===== src/rtl/core/wbs_pkg.sv =====
// shared types and constants of the weighted background subtractor
package wbs_pkg;

    localparam int LUMA_W      = 8;
    localparam int HIST_W      = 2 * LUMA_W;
    localparam int WEIGHT_W    = 16;
    localparam int PROD_W      = WEIGHT_W + LUMA_W;
    localparam int SUM_W       = PROD_W + 2;
    localparam int PAIR_W      = 16;
    localparam int WORD_W      = 32;
    localparam int CFG_INDEX_W = 3;
    localparam int CFG_DATA_W  = 16;

    // register indexes of the configuration port
    localparam logic [CFG_INDEX_W-1:0] REG_LEARN_MODE      = 3'd0;
    localparam logic [CFG_INDEX_W-1:0] REG_WEIGHT_CURRENT  = 3'd1;
    localparam logic [CFG_INDEX_W-1:0] REG_WEIGHT_PREVIOUS = 3'd2;
    localparam logic [CFG_INDEX_W-1:0] REG_WEIGHT_OLDER    = 3'd3;
    localparam logic [CFG_INDEX_W-1:0] REG_MATCH_THRESHOLD = 3'd4;

    // register reset values (weights are q0.16 for 0.1, 0.2 and 0.7)
    localparam logic [WEIGHT_W-1:0] WEIGHT_CURRENT_RST  = 16'd6554;
    localparam logic [WEIGHT_W-1:0] WEIGHT_PREVIOUS_RST = 16'd13107;
    localparam logic [WEIGHT_W-1:0] WEIGHT_OLDER_RST    = 16'd45875;
    localparam logic [LUMA_W-1:0]   MATCH_THRESHOLD_RST = 8'd15;

    // mask values
    localparam logic [LUMA_W-1:0] MASK_BACKGROUND = 8'd0;
    localparam logic [LUMA_W-1:0] MASK_FOREGROUND = 8'd255;
    localparam logic [LUMA_W-1:0] LUMA_MAX        = 8'd255;

    // yuyv luma bit offsets
    localparam int Y1_LSB = 0;
    localparam int Y2_LSB = 16;

    typedef struct packed {
        logic                learn_mode;
        logic [WEIGHT_W-1:0] weight_current;
        logic [WEIGHT_W-1:0] weight_previous;
        logic [WEIGHT_W-1:0] weight_older;
        logic [LUMA_W-1:0]   match_threshold;
    } cfg_t;

endpackage


===== src/rtl/core/wbs_if.sv =====


// configuration writes
interface wbs_cfg_if;
    logic                              valid;
    logic                              ready;
    logic [wbs_pkg::CFG_INDEX_W-1:0]   index;
    logic [wbs_pkg::CFG_DATA_W-1:0]    data;

    modport source (output valid, output index, output data, input ready);
    modport sink   (input valid, input index, input data, output ready);
endinterface


===== src/rtl/core/wbs_cfg_regs.sv =====
// configuration register file
module wbs_cfg_regs (
    input  logic             clk,
    input  logic             rst_n,
    wbs_cfg_if.sink          cfg,
    output wbs_pkg::cfg_t    regs
);

    wbs_pkg::cfg_t regs_reg;
    wbs_pkg::cfg_t regs_next;

    assign cfg.ready = 1'b1;
    assign regs      = regs_reg;

    // register decode
    always_comb
    begin
        regs_next = regs_reg;
        if (cfg.valid)
        begin
            unique case (cfg.index)
                wbs_pkg::REG_LEARN_MODE:
                    regs_next.learn_mode = cfg.data[0];
                wbs_pkg::REG_WEIGHT_CURRENT:
                    regs_next.weight_current = cfg.data[wbs_pkg::WEIGHT_W-1:0];
                wbs_pkg::REG_WEIGHT_PREVIOUS:
                    regs_next.weight_previous = cfg.data[wbs_pkg::WEIGHT_W-1:0];
                wbs_pkg::REG_WEIGHT_OLDER:
                    regs_next.weight_older = cfg.data[wbs_pkg::WEIGHT_W-1:0];
                wbs_pkg::REG_MATCH_THRESHOLD:
                    regs_next.match_threshold = cfg.data[wbs_pkg::LUMA_W-1:0];
                default:
                    regs_next = regs_reg;
            endcase
        end
    end

    always_ff @(posedge clk or negedge rst_n)
    begin
        if (!rst_n)
        begin
            regs_reg.learn_mode      <= 1'b0;
            regs_reg.weight_current  <= wbs_pkg::WEIGHT_CURRENT_RST;
            regs_reg.weight_previous <= wbs_pkg::WEIGHT_PREVIOUS_RST;
            regs_reg.weight_older    <= wbs_pkg::WEIGHT_OLDER_RST;
            regs_reg.match_threshold <= wbs_pkg::MATCH_THRESHOLD_RST;
        end
        else
        begin
            regs_reg <= regs_next;
        end
    end

endmodule


===== src/flat_wrapper.sv =====
// flat-port wrapper written by rule: the top's interface ports become plain ports
module wbs_cfg_regs_flat 
  (clk, rst_n, regs, cfg_valid, cfg_index, cfg_data, cfg_ready);
  wbs_cfg_if cfg_i ();
  input  logic clk;
  input  logic rst_n;
  output wbs_pkg::cfg_t regs;
  input wire logic [$bits(cfg_i.valid)-1:0] cfg_valid;
  input wire logic [$bits(cfg_i.index)-1:0] cfg_index;
  input wire logic [$bits(cfg_i.data)-1:0] cfg_data;
  output wire logic [$bits(cfg_i.ready)-1:0] cfg_ready;
  assign cfg_i.valid = cfg_valid;
  assign cfg_i.index = cfg_index;
  assign cfg_i.data = cfg_data;
  assign cfg_ready = cfg_i.ready;
  wbs_cfg_regs u_core (.clk(clk), .rst_n(rst_n), .cfg(cfg_i), .regs(regs));
endmodule

===== config.mk =====
export PLATFORM = sky130hd
export DESIGN_NAME = wbs_cfg_regs_flat
export DESIGN_NICKNAME = d
export VERILOG_FILES = /design/src/rtl/core/wbs_pkg.sv /design/src/rtl/core/wbs_if.sv /design/src/rtl/core/wbs_cfg_regs.sv /design/src/flat_wrapper.sv
export SDC_FILE = /design/constraint.sdc
export NUM_CORES = 1
export LEC_CHECK = 0
export ABC_AREA = 1
export BUFFER_PORTS_ARGS = -buffer_cell sky130_fd_sc_hd__buf_2
export CAP_MARGIN = 20
export CORE_MARGIN = 2
export CORE_UTILIZATION = 50
export CTS_CLUSTER_SIZE = 16
export DETAILED_ROUTE_END_ITERATION = 7
export GPL_TIMING_DRIVEN = 0
export PLACE_DENSITY = 0.79
export SETUP_SLACK_MARGIN = 0.3
export SYNTH_ARGS = -nofsm -noshare
export SYNTH_HDL_FRONTEND = slang
export SYNTH_SLANG_ARGS = --single-unit

===== constraint.sdc =====
create_clock -name clk -period 1 [get_ports clk]
set_input_delay 0.2 -clock clk [delete_from_list [all_inputs] [get_ports clk]]
set_output_delay 0.2 -clock clk [all_outputs]
set_load 0.02 [all_outputs]

==> reports/qor.csv <==
metric,value,unit
M1 WL,3410,um
reg2reg end,u_core.regs[32],
Setup WS post-layout,-226,ps
clock transition at the registers of the reported paths,70,ps
dpl hpwl,3980,um
Lkg Pwr,2.10,nW
gr ovfl total,0,
fill cell count,210,
drt wl/cell,20.3,um
Post-Synthesis Cells,259,
Horiz. Die Dim,73.0,um
Die ar.,0.00533,sq mm
Worst Setup SP,u_core.regs[33],
synthesized area per cell,9.19,sq um
final hold vios,7,
Max VDD drop,1.40,mV
Yosys cell types,16,
"Seq/Total Area, Yosys",61.4,%
startpoint class of the critical path,flip-flop,
Finish-stage setup viols,57,
buffer and inverter count on the worst path,1,
Highest Signal Layer,met4,
Register-to-Register Path Depth,4,
Multi-input gate area,972,sq um
worst-skew pair later-pin latency,340,ps
failing checks,"hold timing, setup timing",
GP Congestion,0.811,
core area,0.00466,sq mm
Synth Register Bits,57,
area grow syn2layout,71.1,%
Critical R2R Launch,u_core.regs[32],
clock sinks,57,
WL met3,593,um
Worst path slowest cell,dfstp_2,
first-pass GRT wire length,10900,um
Worst path max stage delay,560,ps
unrepaired setup endpoints after global routing,true,
I/O Buffers,78,
"commonest non-fill, non-tap cell in the layout",buf_6,
status,"complete, but fails checks",
Worst Hold Slack,-223,ps
final wirelength,9020,um
largest net degree at the start of global routing,43,
Cell Rows,25,
DRC,0,
critical path depth,1,
htree depth,3,
post-layout net count,408,
max reg flops,57,
Iter 0 DRT Violations,283,
R2R setup slack,110,ps
max-slew violation count,0,
"delay-heaviest family, CP",flip-flops,
YS warnings,0,
met2 WL post-DR,4690,um
fin crit period,1230,ps
CTS Buffer Depth,2,
critical path endpoint category,primary output,
via count,2503,
Crit Path Max Fanout,2,
critical path arrival,1030,ps
mapped cell area,0.00238,sq mm
vias in the first global route,2264,
DRT Pass-1 Iters,5,
"non-filler cells, final",445,
Max Fclk,816,MHz
Min-Delay Path Class,input pin to asynchronous set/reset pin,
vias per cell,5.62,
"Data required, critical path",800,ps
ANT nets after route,0,
post-route clock period utilization,123,%
die height,73.0,um
crit-path cells,buf_6,
worst clock skew,0,ps
FF+latch area,0.00146,sq mm
Area after DPL,0.00287,sq mm
initial antenna violation count,0,
CTS tree,done,
max-cap violations,0,
# diodes,0,
Total Routing Usage GR,27.9,%
layout cell share with drive strength beyond 1,60.1,%
Synthesized Nets,281,
clk root buf,clkbuf_8,
"commonest non-fill, non-tap cells in the layout","86 x buf_6, 84 x nand2_1, 44 x nand2_2",
PwrDens,2060,mW/mm^2
Placed Instances,392,
Starting Density,51.1,%
Top Ports,80,
Crit Path Class,flip-flop to primary output,
final instance area,0.00407,sq mm
CTS buffer count,9,
[stage by stage]
step	setup slack, ps	util, %	total power, mW	setup TNS, ps	hold WS, ps
5_1_grt	-244	87.4	8.65	-9460	-206
6_report	-226	87.4	8.38	-8490	-223
3_3_place_gp	-288	61.2	4.79	-14380	422
2_1_floorplan	97.3	-	4.16	0	-95.6
4_1_cts	-205	78.2	7.73	-7540	-211
3_5_place_dp	-150	61.6	4.85	-4570	145
[worst max-delay path by stage]
stage                      endpoint
floorplan           u_core.regs[26]
global placement    u_core.regs[40]
detailed placement  u_core.regs[55]
CTS                        regs[24]
global route               regs[33]
finish                     regs[33]
[synth_stat cells]
library cell | number | area share [%]
nor2_1 | 1 | 0.16
conb_1 | 1 | 0.16
inv_2 | 3 | 0.47
dfrtp_1 | 29 | 30
clkinv_1 | 1 | 0.16
nand3_1 | 41 | 8.6
nor2_4 | 3 | 1.4
nor2_8 | 1 | 0.84
buf_6 | 5 | 2.4
nand2_4 | 2 | 0.95
nand2_2 | 1 | 0.26
nand2_1 | 135 | 21
inv_1 | 2 | 0.32
buf_2 | 3 | 0.63
buf_4 | 3 | 0.95
dfstp_2 | 28 | 31
[final cells by class]
type                    count  area share [%]
flip-flops and latches     57            35.9
repair buffers            116            30.0
multi-input cells         185            23.9
clock buffers              14            4.49
plain buffers              11            3.07
well taps                  54            1.66
inverters                   6           0.768
clock inverters             2           0.246
[layer usage]
layer / global-route usage [%] / vias to the layer above
met5: 0 / -
met4: 12.1 / 0
met3: 6.77 / 34
met2: 47.9 / 165
met1: 33.2 / 1239
li1: - / 1065
[cells by family (layout without fill, tap and decap cells)]
logic type	after synthesis	count (layout)	share of synthesized area, %
buf+inv	17	149	4.89
flops	57	57	61.4
other cells	1	1	0.158
simple gates	184	184	33.5
[where the power goes]
part,switching (mW),internal (mW),leakage (nW)
Sequential,0.429,2.90,0.658
Combinational,1.43,1.49,1.34
Clock,0.965,1.16,0.102
Total,2.83,5.56,2.10
[what timing repair did]
action                                 CTS  global route
pin swaps                               27            46
setup endpoints to repair              102           112
cloned                                   0             3
endpoints found under the hold margin    7             7
buffers inserted                        22            12
resized for setup                      130            86
No activity file was read; power rests on OpenSTA's default activity.
