`config.mk`:
```
export PLATFORM = sky130hd
export DESIGN_NAME = wbs_lane
export DESIGN_NICKNAME = d
export VERILOG_FILES = /design/src/rtl/core/wbs_pkg.sv /design/src/rtl/core/wbs_lane.sv
export SDC_FILE = /design/constraint.sdc
export NUM_CORES = 1
export LEC_CHECK = 0
export ABC_AREA = 1
export BUFFER_PORTS_ARGS = -buffer_cell sky130_fd_sc_hd__buf_2
export CORE_AREA = 4 4 237 239
export CTS_CLUSTER_SIZE = 28
export DETAILED_ROUTE_END_ITERATION = 8
export DIE_AREA = 0 0 241 243
export HOLD_SLACK_MARGIN = 0.03
export PLACE_DENSITY_LB_ADDON = 0.15
export SLEW_MARGIN = 25
export SYNTH_ARGS = -nofsm -noshare
export SYNTH_HDL_FRONTEND = slang
export SYNTH_SLANG_ARGS = --single-unit
```
`constraint.sdc`:
```
create_clock -name clk -period 17.1 [get_ports clk]
set_clock_uncertainty 0.2 [all_clocks]
set_input_delay 3.42 -clock clk [delete_from_list [all_inputs] [get_ports clk]]
set_output_delay 3.42 -clock clk [all_outputs]
set_load 0.02 [all_outputs]
```
`src/rtl/core/wbs_pkg.sv`:
```
// shared types and constants of the weighted background subtractor
package wbs_pkg;

    localparam int LUMA_W      = 8;
    localparam int HIST_W      = 2 * LUMA_W;
    localparam int WEIGHT_W    = 16;
    localparam int PROD_W      = WEIGHT_W + LUMA_W;
    localparam int SUM_W       = PROD_W + 2;
    localparam int PAIR_W      = 16;
    localparam int WORD_W      = 32;
    localparam int CFG_INDEX_W = 3;
    localparam int CFG_DATA_W  = 16;

    // register indexes of the configuration port
    localparam logic [CFG_INDEX_W-1:0] REG_LEARN_MODE      = 3'd0;
    localparam logic [CFG_INDEX_W-1:0] REG_WEIGHT_CURRENT  = 3'd1;
    localparam logic [CFG_INDEX_W-1:0] REG_WEIGHT_PREVIOUS = 3'd2;
    localparam logic [CFG_INDEX_W-1:0] REG_WEIGHT_OLDER    = 3'd3;
    localparam logic [CFG_INDEX_W-1:0] REG_MATCH_THRESHOLD = 3'd4;

    // register reset values (weights are q0.16 for 0.1, 0.2 and 0.7)
    localparam logic [WEIGHT_W-1:0] WEIGHT_CURRENT_RST  = 16'd6554;
    localparam logic [WEIGHT_W-1:0] WEIGHT_PREVIOUS_RST = 16'd13107;
    localparam logic [WEIGHT_W-1:0] WEIGHT_OLDER_RST    = 16'd45875;
    localparam logic [LUMA_W-1:0]   MATCH_THRESHOLD_RST = 8'd15;

    // mask values
    localparam logic [LUMA_W-1:0] MASK_BACKGROUND = 8'd0;
    localparam logic [LUMA_W-1:0] MASK_FOREGROUND = 8'd255;
    localparam logic [LUMA_W-1:0] LUMA_MAX        = 8'd255;

    // yuyv luma bit offsets
    localparam int Y1_LSB = 0;
    localparam int Y2_LSB = 16;

    typedef struct packed {
        logic                learn_mode;
        logic [WEIGHT_W-1:0] weight_current;
        logic [WEIGHT_W-1:0] weight_previous;
        logic [WEIGHT_W-1:0] weight_older;
        logic [LUMA_W-1:0]   match_threshold;
    } cfg_t;

endpackage

```
`src/rtl/core/wbs_lane.sv`:
```
// one pixel lane: history update, weighted estimate and threshold compare, or luma passthrough in learn mode
module wbs_lane (
    input  logic                        clk,
    input  logic                        en,
    input  wbs_pkg::cfg_t               regs,
    input  logic                        in_frame,
    input  logic [wbs_pkg::LUMA_W-1:0]  luma,
    input  logic [wbs_pkg::HIST_W-1:0]  hist,
    output logic [wbs_pkg::HIST_W-1:0]  hist_new,
    output logic [wbs_pkg::LUMA_W-1:0]  pixel
);

    localparam int L = wbs_pkg::LUMA_W;

    logic [L-1:0]               prev;
    logic [L-1:0]               older;
    logic [wbs_pkg::PROD_W-1:0] prod_cur_reg;
    logic [wbs_pkg::PROD_W-1:0] prod_prev_reg;
    logic [wbs_pkg::PROD_W-1:0] prod_old_reg;
    logic [L-1:0]               luma_reg;
    logic                       learn_reg;
    logic [wbs_pkg::SUM_W-1:0]  sum;
    logic [L-1:0]               est;
    logic [L-1:0]               diff;

    // history lookup; pixels outside the frame see zero
    assign prev  = in_frame ? hist[L-1:0] : '0;
    assign older = in_frame ? hist[2*L-1:L] : '0;

    // history shifts by one frame, learn fills both bytes
    assign hist_new = regs.learn_mode ? {luma, luma} : {prev, luma};

    // product stage
    always_ff @(posedge clk)
    begin
        if (en)
        begin
            prod_cur_reg  <= regs.weight_current * luma;
            prod_prev_reg <= regs.weight_previous * prev;
            prod_old_reg  <= regs.weight_older * older;
            luma_reg      <= luma;
            learn_reg     <= regs.learn_mode;
        end
    end

    // sum, truncate to integer and saturate
    assign sum = wbs_pkg::SUM_W'(prod_cur_reg) + wbs_pkg::SUM_W'(prod_prev_reg)
               + wbs_pkg::SUM_W'(prod_old_reg);
    assign est = (|sum[wbs_pkg::SUM_W-1:wbs_pkg::WEIGHT_W+L]) ? wbs_pkg::LUMA_MAX
               : sum[wbs_pkg::WEIGHT_W+L-1:wbs_pkg::WEIGHT_W];

    // absolute difference against the threshold
    assign diff = (luma_reg > est) ? (luma_reg - est) : (est - luma_reg);

    always_comb
    begin
        if (learn_reg)
        begin
            pixel = luma_reg;
        end
        else if (diff < regs.match_threshold)
        begin
            pixel = wbs_pkg::MASK_BACKGROUND;
        end
        else
        begin
            pixel = wbs_pkg::MASK_FOREGROUND;
        end
    end

endmodule
```
==> impl_metrics.yaml, run 1 <==
run_status:
  status: "complete, no violations"
logic_synthesis:
  synthesis.nets: 2785
  synth_cell_types: 47
  syn_inst: 2247
  ys_ff_latch: 81
  syn_avg_cell_area_um2: 7.87
  synthesis.area_mm2: 0.0177
  ys_seq_area_share_pct: 13.8
  yosysWarnings: 0
floorplanning:
  initial_core_util_pct: 32.9
  row_count: 85
  num_io_pins: 108
  die_area_mm2: 0.0586
  die_x_um: 241
  dieHeight_um: 243
  fp.coreArea_mm2: 0.0538
detailed_routing:
  wl_per_cell_um: 16.5
  avgViaCountPerCell: 4.72
  first_iter_violations: 706
  totalWireLength_um: 49500
  vias: 14200
  drt_first_pass_iters: 5
  ant_nets: 0
  route.detailed.drc: 0
global_routing:
  grtUsageMet2_pct: 27.0
  grt-busiest-layer: "met2"
  grtUsageTotal_pct: 17.2
  use_met1_pct: 25.8
  met3_usage_pct: 2.08
  gr-total-overflow: 0
  grt_max_degree: 59
  grt_pass1_vias: 14900
  antenna_found_initial: 0
  grt_pass1_wl_um: 80700
flow_run:
  cap_violations: 0
timing:
  rsz0062_at_grt: "false"
  finalSetupViolations: 0
  max_freq_mhz: 109
  finalCritPeriodShare_pct: 53.4
  finalSetupTns_ns: 0
  drv_slew: 0
  hold_viol: 0
  min_period_ns: 9.14
  worstMarginPinSlew_ns: 0.727
  slew_headroom_pct: 51.5
clocking:
  cts.sinks: 81
  cts_root_buf: "clkbuf_16"
  htree_levels: 3
  cts_tree: "yes"
  path_clk_slew_ns: 0.06
  cts_resized: 0
  numCtsBuffers: 9
  holdBufCountCts: 0
  cts_setup_buffers: 0
  cts.path.max_buffers: 2
worst_setup_path:
  critical_path.max_fanout: 9
  crit_arrival_ns: 5.52
  crit_required_ns: 13.48
  startpoint_type: "flip-flop"
  critPathBufInv: 3
  slowest_stage: "fa_1"
  worstSetupEndpointType: "output port"
  cp.depth: 27
  crit_type: "flip-flop to output port"
  critical_path.top_delay_family: "adder cells"
  cp_common_cell: "nand2_1"
  max_stage_delay_ns: 0.50
placed_design:
  dp_cells: 2992
  place_congestion: 0.924
  io_buffer_count: 107
  dp_hpwl_um: 43400
cells_and_area:
  multi_input_area_mm2: 0.0131
  mostFrequentLayoutCells: "nand2_1 (558), inv_1 (488), fa_1 (277)"
  layout_commonest_cell: "nand2_1"
  fin_nets: 2845
  fin_cells: 3008
  regArea_mm2: 0.00243
  diodes: 0
  drive_above_1_share_pct: 7.01
  area_delta_synth_final_pct: 8.25
  fillCellCount: 5783
min_path:
  hold_depth: 3
  min_path_type: "input port to flip-flop"
power_and_ir_drop:
  p_clk_share_pct: 6.6
  vdd_ir_drop_max_v: 0.0000873
  p_int_mw: 1.34
  p_leak_nw: 10.0
  seqPwrFrac_pct: 12.2
  switching_share_pct: 56.9
  p_per_area_mw_per_mm2: 163
  switchingPower_mw: 1.78
  power_frac_comb_pct: 81.2
## power by group through the flow
stage / Clock [mW] / Combinational [mW] / Sequential, mW
3_3_place_gp: 0 / 2.56 / 0.388
6_report: 0.206 / 2.53 / 0.382
4_1_cts: 0.211 / 2.56 / 0.384
5_1_grt: 0.221 / 2.90 / 0.390
3_5_place_dp: 0 / 2.54 / 0.389
2_1_floorplan: 0 / 1.87 / 0.365
## area by class of cell
| class | instances | share of cell area (%) |
|---|---|---|
| Tap cell | 696 | 4.55 |
| Inverter | 496 | 9.72 |
| Timing Repair Buffer | 108 | 2.85 |
| Clock inverter | 7 | 0.438 |
| Clock buffer | 9 | 1.18 |
| Multi-Input combinational cell | 1611 | 68.6 |
| Sequential cell | 81 | 12.7 |
## tightest hold or removal path: cells and delay by family
| family | cells | cell delay, ns |
|---|---|---|
| buffers and inverters | 2 | 0.22 |
| AND/OR/NAND/NOR | 1 | 0.07 |
## metal layers
| metal | share of wire, % | vias to the layer above |
|---|---|---|
| li1 | - | 6975 |
| met1 | 50 | 6916 |
| met2 | 45 | 271 |
| met3 | 4.0 | 38 |
| met4 | 1.5 | 0 |
| met5 | 0 | - |
## cell usage after synthesis (all sizes together)
| library cell | n | area [µm²] |
|---|---|---|
| nand2 | 564 | 2130 |
| inv | 492 | 1850 |
| fa | 277 | 5550 |
| nor2 | 206 | 798 |
| ha | 177 | 2210 |
| a21oi | 93 | 473 |
| edfxtp | 81 | 2430 |
| nand3 | 71 | 370 |
| o21ai | 59 | 325 |
| clkbuf | 47 | 181 |
| xor2 | 44 | 385 |
| nor3 | 23 | 125 |
| nand4 | 22 | 153 |
| xnor2 | 17 | 149 |
| a21o | 13 | 97.6 |
| buf | 12 | 85.1 |
| a21boi | 11 | 90.1 |
| o21bai | 9 | 67.6 |
| a31oi | 5 | 31.3 |
| clkinv | 4 | 15.0 |
| nor4 | 4 | 37.5 |
| o221ai | 4 | 35.0 |
| and2 | 3 | 23.8 |
| o211ai | 2 | 15.0 |
| o31a | 2 | 17.5 |
| a211oi | 1 | 7.51 |
| mux2i | 1 | 10.0 |
| nand3b | 1 | 7.51 |
| o211a | 1 | 10.0 |
| o31ai | 1 | 7.51 |
## cells by family after synthesis
family / after synthesis / share of synthesized area [%]
xor+xnor: 61 / 3.02
fa+ha+maj: 454 / 43.9
flops: 81 / 13.8
buf+inv: 555 / 12.0
compound gates: 201 / 6.66
simple gates: 894 / 20.6
mux: 1 / 0.0566
## path summary, 6_finish.rpt
path | startpoint | to | slack [ns]
worst min-delay path | regs[40] | prod_cur_reg[0] | 3.27
worst max-delay path | prod_cur_reg[17] | pixel[4] | 7.96
## metrics by stage
| stage | area [µm²] | hold WS, ns | util [%] | setup WS (ns) | total power [mW] |
|---|---|---|---|---|---|
| 5_1_grt | 19100 | 3.28 | 35.6 | 7.46 | 3.51 |
| 4_1_cts | 19100 | 3.26 | 35.6 | 7.92 | 3.15 |
| 3_3_place_gp | 18800 | 3.63 | 35.0 | 8.09 | 2.95 |
| 3_5_place_dp | 18800 | 3.63 | 35.0 | 8.14 | 2.93 |
| 6_report | 19100 | 3.27 | 35.6 | 7.96 | 3.12 |
| 2_1_floorplan | 17700 | 3.32 | - | 9.00 | 2.24 |
No activity file was read; power rests on OpenSTA's default activity.
==> inputs of run 2 (changes only) <==
- clock period: 17.1 -> 7.6 ns (I/O delays scaled with it)
==> run 2 against run 1 <==
Non-clock buffer count up 2. Final cell count barely moved. Sequential power rose by 120%. Global-route usage is 0.14 points higher. Critical path depth is 2 lower. Via count up 0.12%. Sequential share of layout area barely moved. Combinational power up 130%. Highest routed layer unchanged. Critical endpoint is now pixel[7]. Core utilization barely moved.
==> impl_metrics.yaml, run 2 (synthesis results as in run 1) <==
timing:
  finalSetupViolations: 0
  slew_headroom_pct: 47.4
  hold_viol: 0
  min_period_ns: 7.07
  max_freq_mhz: 141
  rsz0062_at_grt: "false"
  finalCritPeriodShare_pct: 93.0
  drv_slew: 0
  finalSetupTns_ns: 0
  worstMarginPinSlew_ns: 0.789
  fin_hold_ws_ns: 1.37
worst_setup_path:
  crit_type: "flip-flop to output port"
  crit_required_ns: 5.88
  crit_arrival_ns: 5.35
  startpoint_type: "flip-flop"
  critical_path.max_fanout: 9
  worstSetupEndpointType: "output port"
clocking:
  cts_root_buf: "clkbuf_16"
  numCtsBuffers: 9
  cts_tree: "yes"
  path_clk_slew_ns: 0.07
  cts.sinks: 81
  htree_levels: 3
  holdBufCountCts: 0
  cts.path.max_buffers: 2
detailed_routing:
  route.detailed.drc: 0
  first_iter_violations: 904
  vias: 14200
  ant_nets: 0
  totalWireLength_um: 49600
  wl_per_cell_um: 16.5
  drt_first_pass_iters: 5
  avgViaCountPerCell: 4.72
global_routing:
  grt_pass1_vias: 14900
  grt_max_degree: 63
  gr-total-overflow: 0
  antenna_found_initial: 1
  grtUsageTotal_pct: 17.3
  grt_pass1_wl_um: 81200
floorplanning:
  num_io_pins: 108
  fp.coreArea_mm2: 0.0538
  die_x_um: 241
  row_count: 85
  dieHeight_um: 243
  die_area_mm2: 0.0586
  initial_core_util_pct: 32.9
power_and_ir_drop:
  p_leak_nw: 10.0
  vdd_ir_drop_max_v: 0.000191
  p_clk_share_pct: 6.2
  p_int_mw: 3.01
  p_per_area_mw_per_mm2: 366
  switchingPower_mw: 4.01
  p_total_mw: 7.01
  switching_share_pct: 57.1
  power_frac_comb_pct: 81.6
  seqPwrFrac_pct: 12.2
cells_and_area:
  fin_nets: 2847
  mostFrequentLayoutCells: "nand2_1 (557), inv_1 (488), fa_1 (277)"
  utilization_pct: 35.6
  fillCellCount: 5712
  drive_above_1_share_pct: 7.22
  layout_commonest_cell: "nand2_1"
  fin_cells: 3010
  area_delta_synth_final_pct: 8.28
  diodes: 0
min_path:
  hold_depth: 3
  min_path_type: "input port to flip-flop"
  min_from: "regs[40]"
  worstHoldEndpoint: "prod_cur_reg[0]"
placed_design:
  place_congestion: 0.894
  dp_cells: 2994
  io_buffer_count: 107
  dp_hpwl_um: 43400
flow_run:
  cap_violations: 0
run_status:
  status: "complete, no violations"
[run 2: worst max-delay path by stage]
stage                                start                 to  slack, ns  depth (start not counted)
final                     prod_cur_reg[17]           pixel[7]       0.53                         25
after global routing      prod_cur_reg[13]           pixel[7]      0.003                         28
after CTS                 prod_cur_reg[17]           pixel[1]       0.39                         27
after detailed placement          in_frame  prod_prev_reg[20]       0.61                         17
after global placement            in_frame  prod_prev_reg[20]       0.64                         17
after floorplan           prod_cur_reg[19]           pixel[0]       1.51                         26
[run 2: what timing repair did]
item	4_1_cts	5_1_grt
buffers inserted	0	0
endpoints found under the hold margin	0	0
resized for setup	0	4
endpoints found under the setup margin	0	8
[run 2: final cells by class]
cell class                      instances  area [µm²]  area share [%]
Timing Repair Buffer                  110         561            2.93
Clock inverter                          7        60.1           0.314
Multi-Input combinational cell       1611       13100            68.6
Inverter                              496        1860            9.72
Clock buffer                            9         225            1.18
Sequential cell                        81        2430            12.7
Tap cell                              696         871            4.55
[run 2: metal layers]
metal	vias to the layer above	global-route usage, %	wire length (µm)
li1	6984	-	-
met1	6924	26.1	24700
met2	278	27.9	22500
met3	31	1.42	1840
met4	0	2.43	590
met5	-	0	0
[run 2: worst max-delay path: stages (launching register included)]
cell	delay (ns)
edfxtp_1	0.41
fa_1	0.51
ha_1	0.40
a21oi_2	0.23
o21ai_1	0.11
and2_4	0.16
nor2_4	0.14
nand3_2	0.11
nor2_4	0.18
nand2_1	0.09
ha_1	0.23
fa_1	0.49
o21ai_2	0.21
a21oi_1	0.08
nand2_1	0.08
nand2_2	0.12
o21ai_0	0.22
inv_1	0.07
ha_1	0.27
nand2_1	0.04
o21ai_0	0.15
a31oi_1	0.10
o21ai_0	0.20
nand2_2	0.14
nand2_1	0.09
buf_2	0.16
[run 2: power by group through the flow]
stage	logic (mW)	clock network (mW)	registers, mW
5_1_grt	6.61	0.463	0.877
3_3_place_gp	5.76	0	0.869
2_1_floorplan	4.21	0	0.822
3_5_place_dp	5.71	0	0.871
6_report	5.72	0.433	0.858
4_1_cts	5.75	0.445	0.863
[run 2: stage by stage]
| stage | setup slack (ns) | instance area [µm²] |
|---|---|---|
| after global routing | 0.00283 | 19200 |
| after floorplan | 1.51 | 17700 |
| after detailed placement | 0.613 | 18900 |
| after global placement | 0.640 | 18900 |
| after CTS | 0.388 | 19100 |
| final | 0.531 | 19200 |
==> inputs of run 3 (changes only) <==
- CORE_AREA: 4 4 237 239 -> 2 2 235 237
- DIE_AREA: 0 0 241 243 -> 0 0 237 239
- clock period: 7.6 -> 6.2 ns (I/O delays scaled with it)
==> run 3 against run 2 <==
The flow now finishes with violations (negative setup slack). Combinational power rose by 63%. Worst hold slack lost 0.28 ns. Critical path type unchanged. Final cell count grew 3.8%. Via count is 3.3% higher. Worst setup slack got worse by 0.59 ns. Sequential power rose by 21%. Largest power group unchanged. Sequential cell count is the same. Count of clock-buffer cells in the layout did not move. Wire length grew 2.3%. Critical path depth decreased by 1. Sequential share of layout area decreased by 1.0 points. Non-clock buffer count rose by 105.
==> impl_metrics.yaml, run 3 (synthesis results as in run 1) <==
run_status:
  violations: "negative setup slack"
  status: "finished, violations left"
cells_and_area:
  drive_above_1_share_pct: 15.6
  area_delta_synth_final_pct: 17.8
  fin_nets: 2952
  final_area_mm2: 0.0208
  mostFrequentLayoutCells: "nand2_1 (539), inv_1 (482), fa_1 (275)"
  utilization_pct: 38.3
  multi_input_area_mm2: 0.0139
  fillCellCount: 5705
  diodes: 0
  regArea_mm2: 0.00243
  layout_commonest_cell: "nand2_1"
clocking:
  numCtsBuffers: 9
  holdBufCountCts: 0
  path_clk_slew_ns: 0.06
  htree_levels: 3
  cts.path.max_buffers: 2
  cts_root_buf: "clkbuf_16"
  cts.sinks: 81
  cts_tree: "yes"
global_routing:
  grt_max_degree: 56
  antenna_found_initial: 0
  grt_pass1_vias: 15500
  grtUsageTotal_pct: 18.6
  grt_pass1_wl_um: 83200
  gr-total-overflow: 0
timing:
  slew_headroom_pct: 52.6
  max_freq_mhz: 160
  rsz0062_at_grt: "true"
  drv_slew: 0
  finalSetupViolations: 8
  finalCritPeriodShare_pct: 101
  hold_viol: 0
  min_period_ns: 6.26
  worst_slack_ns: -0.0624
  worstMarginPinSlew_ns: 0.712
detailed_routing:
  vias: 14700
  ant_nets: 0
  wl_per_cell_um: 16.2
  avgViaCountPerCell: 4.70
  first_iter_violations: 685
  drt_first_pass_iters: 5
  route.detailed.drc: 0
  totalWireLength_um: 50700
placed_design:
  dp_hpwl_um: 44200
  placed_cell_area_mm2: 0.0197
  place_congestion: 0.878
  io_buffer_count: 107
  dp_slack_ns: -0.131
power_and_ir_drop:
  p_per_area_mw_per_mm2: 525
  vdd_ir_drop_max_v: 0.000320
  p_leak_nw: 10.6
min_path:
  hold_depth: 3
  min_from: "regs[40]"
  worstHoldEndpoint: "prod_cur_reg[0]"
  min_path_type: "input port to flip-flop"
worst_setup_path:
  crit_arrival_ns: 4.82
  worstSetupEndpointType: "output port"
  crit_required_ns: 4.76
  slowest_stage: "fa_1"
  max_stage_delay_ns: 0.62
  critical_path.max_fanout: 8
  crit_type: "flip-flop to output port"
  startpoint_type: "flip-flop"
  crit_chain: "fa_1 > ha_4 > a21oi_4 > o21ai_2 > and2_4 > nor2_4 > nand3_2 > nor2_4 > buf_6 > nand3_4 > ha_4 > nand2_4 > nor3_4 > nand4_1 > nand2_4 > mux2i_2 > ha_1 > a21oi_2 > o21ai_1 > a31oi_1 > o21ai_1 > nand2_2 > nand2_1 > buf_6"
floorplanning:
  initial_core_util_pct: 32.6
  die_x_um: 237
  num_io_pins: 108
  fp.coreArea_mm2: 0.0543
  row_count: 86
  dieHeight_um: 239
  die_area_mm2: 0.0566
flow_run:
  cap_violations: 0
==> run 3: cell types whose count changed in the layout (fill, tap and decap cells not counted), sizes merged <==
cell	previous run	this run
buf	110	215
bufinv	0	2
inv	496	494
clkinv	6	7
clkinvlp	1	0
==> run 3: stage by stage <==
| step | hold WS, ns | std cells | TNS, ns | power (mW) |
|---|---|---|---|---|
| after detailed placement | 1.46 | 3100 | -0.965 | 8.71 |
| after global placement | 1.46 | 3100 | 0 | 8.75 |
| after global routing | 1.11 | 3123 | -2.37 | 12.1 |
| after floorplan | 1.14 | 2247 | 0 | 6.17 |
| after CTS | 1.09 | 3121 | -0.165 | 10.8 |
| final | 1.09 | 3123 | -0.411 | 10.9 |
==> run 3: how the worst max path moves through the flow <==
stage | from | end | cells after the start
3_5_place_dp | prod_cur_reg[19] | pixel[0] | 25
5_1_grt | prod_prev_reg[19] | pixel[2] | 24
4_1_cts | prod_old_reg[21] | pixel[0] | 25
6_report | prod_prev_reg[19] | pixel[2] | 24
2_1_floorplan | prod_cur_reg[19] | pixel[0] | 26
3_3_place_gp | prod_cur_reg[21] | pixel[6] | 25
==> run 3: worst max-delay path: cells and delay by family, from the launching register on <==
family | cells | cell delay, ns
buffers and inverters | 2 | 0.30
DFF | 1 | 0.39
muxes | 1 | 0.24
and+or+nand+nor | 11 | 1.43
adders and majority gates | 4 | 1.46
AOI/OAI and AO/OA | 6 | 0.67
==> run 3: final cells by class <==
| cell class | instances | area share [%] |
|---|---|---|
| inverters | 496 | 8.96 |
| multi-input cells | 1611 | 66.6 |
| well taps | 704 | 4.23 |
| clock buffers | 9 | 1.08 |
| flip-flops and latches | 81 | 11.7 |
| repair buffers | 215 | 7.00 |
| clock inverters | 7 | 0.481 |
==> run 3: timing repair <==
action                     CTS  global route
buffers inserted             6             2
setup endpoints to repair    8             8
pin swaps                   53            31
resized for setup          133            30
==> run 3: layer usage <==
layer | vias up | global-route usage, % | wire length [µm]
met4 | 0 | 3.86 | 863
met1 | 7223 | 25.6 | 24100
met5 | - | 0 | 0
met2 | 261 | 31.7 | 24000
met3 | 38 | 1.82 | 1740
li1 | 7167 | - | -
==> run 3: report_power, final <==
| group | switching [mW] | internal [mW] | total, mW |
|---|---|---|---|
| Sequential | 0.120 | 0.925 | 1.04 |
| Combinational | 5.40 | 3.89 | 9.30 |
| Clock | 0.235 | 0.357 | 0.592 |
| Total | 5.76 | 5.18 | 10.9 |
